`config.mk`:
```
export PLATFORM = sky130hd
export DESIGN_NAME = pls_cell
export DESIGN_NICKNAME = d
export VERILOG_FILES = /design/src/rtl/pls_pkg.sv /design/src/rtl/pls_cell.sv
export SDC_FILE = /design/constraint.sdc
export NUM_CORES = 1
export LEC_CHECK = 0
export ABC_AREA = 1
export BUFFER_PORTS_ARGS = -buffer_cell sky130_fd_sc_hd__buf_2
export CAP_MARGIN = 10
export CELL_PAD_IN_SITES_DETAIL_PLACEMENT = 1
export CELL_PAD_IN_SITES_GLOBAL_PLACEMENT = 2
export CORE_UTILIZATION = 19
export DETAILED_ROUTE_END_ITERATION = 10
export PLACE_DENSITY = 0.86
export SYNTH_ARGS = -nofsm -noshare
export SYNTH_HDL_FRONTEND = slang
export SYNTH_SLANG_ARGS = --single-unit
export TNS_END_PERCENT = 100
```
`constraint.sdc`:
```
create_clock -name clk_i -period 4.4 [get_ports clk_i]
set_input_delay 0.44 -clock clk_i [delete_from_list [all_inputs] [get_ports clk_i]]
set_output_delay 0.44 -clock clk_i [all_outputs]
set_load 0.05 [all_outputs]
```
`src/rtl/pls_pkg.sv`:
```
`default_nettype none

package pls_pkg;

  localparam int unsigned FUNC_W  = 3;
  localparam int unsigned POS_W   = 17;
  localparam int unsigned DATA_W  = 32;
  localparam int unsigned STAT_W  = 2;
  localparam int unsigned COUNT_W = 7;

  // Operation codes carried in the func field.
  typedef enum logic [FUNC_W-1:0] {
    FN_GET        = 3'd0,
    FN_INS_HEAD   = 3'd1,
    FN_INS_TAIL   = 3'd2,
    FN_INS_INDEX  = 3'd3,
    FN_DELETE     = 3'd4
  } func_e;

  // Result status codes.
  typedef enum logic [STAT_W-1:0] {
    ST_DONE  = 2'd0,
    ST_RANGE = 2'd1,
    ST_FULL  = 2'd2
  } status_e;

  // Shift command broadcast to every cell of the chain.
  typedef struct packed {
    logic ins;
    logic del;
  } cell_cmd_t;

endpackage

`default_nettype wire

```
`src/rtl/pls_cell.sv`:
```
`default_nettype none

// One list position. On an insert it takes its lower neighbor (or the new
// value at the insert point); on a delete it takes its upper neighbor.
module pls_cell #(
  parameter int unsigned CW  = 7,
  parameter int unsigned IDX = 0
) (
  input  wire logic                          clk_i,
  input  wire pls_pkg::cell_cmd_t            cmd_i,
  input  wire logic [CW-1:0]                 at_i,
  input  wire logic [pls_pkg::DATA_W-1:0]    value_i,
  input  wire logic [pls_pkg::DATA_W-1:0]    prev_i,
  input  wire logic [pls_pkg::DATA_W-1:0]    next_i,
  output logic      [pls_pkg::DATA_W-1:0]    data_o,
  output logic      [pls_pkg::DATA_W-1:0]    rd_o
);

  localparam logic [CW-1:0] MyIdx = CW'(IDX);

  logic [pls_pkg::DATA_W-1:0] data_q;
  logic [pls_pkg::DATA_W-1:0] data_d;

  always_comb begin
    data_d = data_q;
    if (cmd_i.ins) begin
      if (MyIdx > at_i) begin
        data_d = prev_i;
      end else if (MyIdx == at_i) begin
        data_d = value_i;
      end
    end else if (cmd_i.del) begin
      if (MyIdx >= at_i) begin
        data_d = next_i;
      end
    end
  end

  always_ff @(posedge clk_i) begin
    data_q <= data_d;
  end

  assign data_o = data_q;
  assign rd_o   = (MyIdx == at_i) ? data_q : '0;

endmodule

`default_nettype wire

```
# Yosys cells after proc, flatten, opt, wreduce, memory -nomap -nowiden

Index checks and enable logic that the tools add are counted.

Word-level logic and storage cells: 14
Register bits after elaboration: 32

$lt $le $gt $ge: 2
Reduce and logical (&&, ||, !) cells: 4
Multiplexer cells: 6
Equal/unequal tests: 1

Operator list:

| kind                                                                                | number |
|---|---|
| 32-bit two-way mux                                                                  | 6 |
| 1-bit by 7-bit greater-or-equal comparator with 1-bit output (first input constant) | 1 |
| 1-bit by 7-bit > comparator with 1-bit output (first input constant)                | 1 |
| 7-bit logical NOT                                                                   | 1 |
| 2-bit nonzero test                                                                  | 2 |
| 3-bit by 1-bit != test with 1-bit output (second input constant)                    | 1 |
| 3-bit AND reduction                                                                 | 1 |

# Logic depth before layout (Yosys ltp)

Depth after elaboration: 4
Gate-level depth with buffers: 4
Gate-level depth less buffers: 3

# Worst setup path after synthesis

Ideal clock, no wire load.

Path kind: input to register
Start: input port at_i[0]
End: register data_q (netlist bit data_o[0]), enable pin
Arrival: 2.906 ns
Required time: 3.939 ns
Setup time: 0.461 ns
Setup slack: 1.033 ns
Cell stages on the path: 3
Cell sequence: nor2_2 nand2_2 nor3_1

Cells in the longest elaborated chain, start to end: 3
Elaborated cells on any way between the ends: 6
Those cells by class: order compare (2); eq/ne (1); reduce/logical (3)

Ends and longest elaborated chain:

| element                                                                                  | RTL line       | text |
|---|---|---|
| from (decl)                                                                              | pls_cell.sv:11 | `input wire logic [CW-1:0] at_i,` |
| 1-bit by 7-bit > comparator with 1-bit output (tied with other cells)                    | pls_cell.sv:27 | `if (MyIdx > at_i) begin` |
| 3-bit by 1-bit != test with 1-bit output (no line) or 2-bit nonzero test (tied branches) | -              |  |
| 3-bit AND reduction (no line) (*)                                                        | -              |  |
| to (signal assigned)                                                                     | pls_cell.sv:40 | `data_q <= data_d;` |
| to (decl)                                                                                | pls_cell.sv:21 | `logic [pls_pkg::DATA_W-1:0] data_q;` |

Every way passes the cells marked *; elsewhere a longest branch is shown, timed or not.
A chain may end at the register's enable or synchronous reset.

# Final worst setup path

Start: input port at_i[0]
End: output port rd_o[21] in the netlist's numbering

Cells in the longest elaborated chain, start to end: 2

Ends and longest elaborated chain:

| element            | RTL line       | text |
|---|---|---|
| 7-bit logical NOT  | pls_cell.sv:44 | `assign rd_o = (MyIdx == at_i) ? data_q : '0;` |
| 32-bit two-way mux | pls_cell.sv:44 |  |
| to (decl)          | pls_cell.sv:16 | `output logic [pls_pkg::DATA_W-1:0] rd_o` |

No other way between the ends.

==> metrics <==
status=finished, final reports clean; FILL cells=1209; starting utilization of the core area=19.8%; Crit-path slowest cell=nand2_2; Buffers on Ports=137; commonest cells after routing, fill and taps aside=137 x buf_2, 65 x inv_1, 32 x nand2_1, 32 x edfxtp_1, 31 x nor3_2; vias in the first global route=roughly 1800; hold slack=~0.44 ns; Switching Share=25.3%; Max Cap Viol=0; DRT iter0 DRCs=37; root buf cell=clkbuf_8; startpoint type of the worst setup path=input port; yosys warns=0; Max Root-Sink Buffers=2; clk sinks=32; CTS Buf Count=5; routed vias/inst=3.83; number of flip-flops in the largest register=32; # resized after CTS=0; clock power share=34.0%; unrepaired setup endpoints after global routing=false; Max VDD drop=a little over 0.09 mV; slew at the pin closest to its max-slew limit=1.01 ns; die span in y=around 100 um; Tot Pwr=647 uW; FF/Latch Area=961 sq um; Slew Limit Fails=0; Mean Syn Cell Area=9.16 sq um; Setup WS post-layout=2.07 ns; Psw=164 uW; Cells after Synth=213; post-route cell area=~2800 sq um; register area share after synthesis=49.3%; Max stage delay on crit path=approximately 0.53 ns; Yosys reg bits=32; Cell Chain, Critical Path=buf_2 > nor2_2 > nand2_2 > nor3_2 > buf_2; fin crit share=53.0%; Pint=483 uW; number of post-CTS setup repair buffers=0; CP Data Required Time=3.96 ns; post-synthesis cell type count=13; most common cell after layout, fill and taps aside=buf_2; Die Wd=103 um; initial antenna violation count=0; core area=just under 10000 sq um; Multi-input gate area=631 sq um; I/O Pins=170; layout cells sized above 1=51.9%; Congestion Overflow GR=0; Area Overhead vs Synth=42.8%; crit path DAT=1.89 ns; hold crit path type=in -> reg; Synthesized Nets=approximately 320; combinational share of power=a little over an eighth; final setup vio count=0; DR DRC count=0; minimum clock period=2.33 ns; placed cell area=2700 sq um; dpl ws=2.04 ns; Setup CP Type=in -> out; Worst Setup End Kind=output port; DR vias=1837; pin count of the biggest net entering global routing=66; first-pass GRT wire length=8.53 mm; Pwr Density=232 nW/um^2; Hold Vio Cnt, Final=0; worst-path fanout max=33; DP HPWL=4.62 mm; # nets final=452; CP most frequent cell=buf_2; Pre-antenna DRT Iters=3; slew margin rel.=32.6%; gpl congestion=0.763; setup TNS=0 ns; WL per Instance=12.2 um; All-Layer GR Usage=10.6%; hold buffer count at CTS=0; die area=10700 sq um; share of power burned in registers=52.5%; Leakage Power=around 1.4 nW; mapped cell area=about 2000 sq um; Max Freq=0.429 GHz; FP Rows=36; Ant. Diodes=0; Reg clk slew, reported paths=0.07 ns; Detail Route Antenna Nets=0; CTS tree=built; Clock H-tree levels=2; drt total wl=5.85 mm
## power groups by stage
stage / Clock (mW) / Sequential, mW / Combinational [mW]
after floorplan: 0 / 0.352 / 0.0467
after global placement: 0 / 0.347 / 0.0855
after detailed placement: 0 / 0.347 / 0.0892
after CTS: 0.228 / 0.340 / 0.0893
after global routing: 0.240 / 0.340 / 0.0994
final: 0.220 / 0.340 / 0.0873
## kinds of logic after synthesis
logic type | share of synthesized area (%)
and+or+nand+nor | 23.9
AOI/OAI and AO/OA | 8.21
buffers and inverters | 18.7
DFF | 49.3
## critical path: cells and delay by family
| family | cells | cell delay [ns] |
|---|---|---|
| buffers and inverters | 2 | 0.42 |
| AND/OR/NAND/NOR | 3 | 1.00 |
## routing by layer
metal / up-vias / global-route usage [%] / wire length (um)
met1: 849 / 11.6 / 2260
met2: 61 / 20.6 / 3250
met5: - / 0 / 0
met4: 0 / 3.03 / 57
met3: 4 / 2.02 / 279
li1: 923 / - / -
## worst paths after layout
kind	to	cells after the start	slack [ns]	start
max	rd_o[21]	5	2.07	at_i[0]
min	data_o[16]$_DFFE_PP_	3	0.44	value_i[16]
## final cells by class
type | count | area share, %
clock inverters | 3 | 0.494
clock buffers | 5 | 2.47
flip-flops and latches | 32 | 34.5
repair buffers | 139 | 25.2
multi-input cells | 103 | 22.6
inverters | 65 | 8.76
well taps | 133 | 5.97
## synthesized netlist by cell type
master	count	share of area, %
nor2_1	3	0.58
nand2_1	32	6.2
buf_4	5	1.9
buf_6	7	4.0
nand2_2	2	0.64
o21ai_0	19	4.9
nor3_1	3	0.77
o21ai_1	13	3.3
edfxtp_1	32	49
nor3_2	30	15
inv_1	65	13
clkbuf_1	1	0.19
nor2_2	1	0.32
## per-stage QoR
stage | instances | util (%)
after floorplan | 213 | -
after CTS | 480 | 28.2
after detailed placement | 472 | 27.4
after global placement | 472 | 27.4
final | 480 | 28.2
after global routing | 480 | 28.2
No activity file was read; power rests on OpenSTA's default activity.
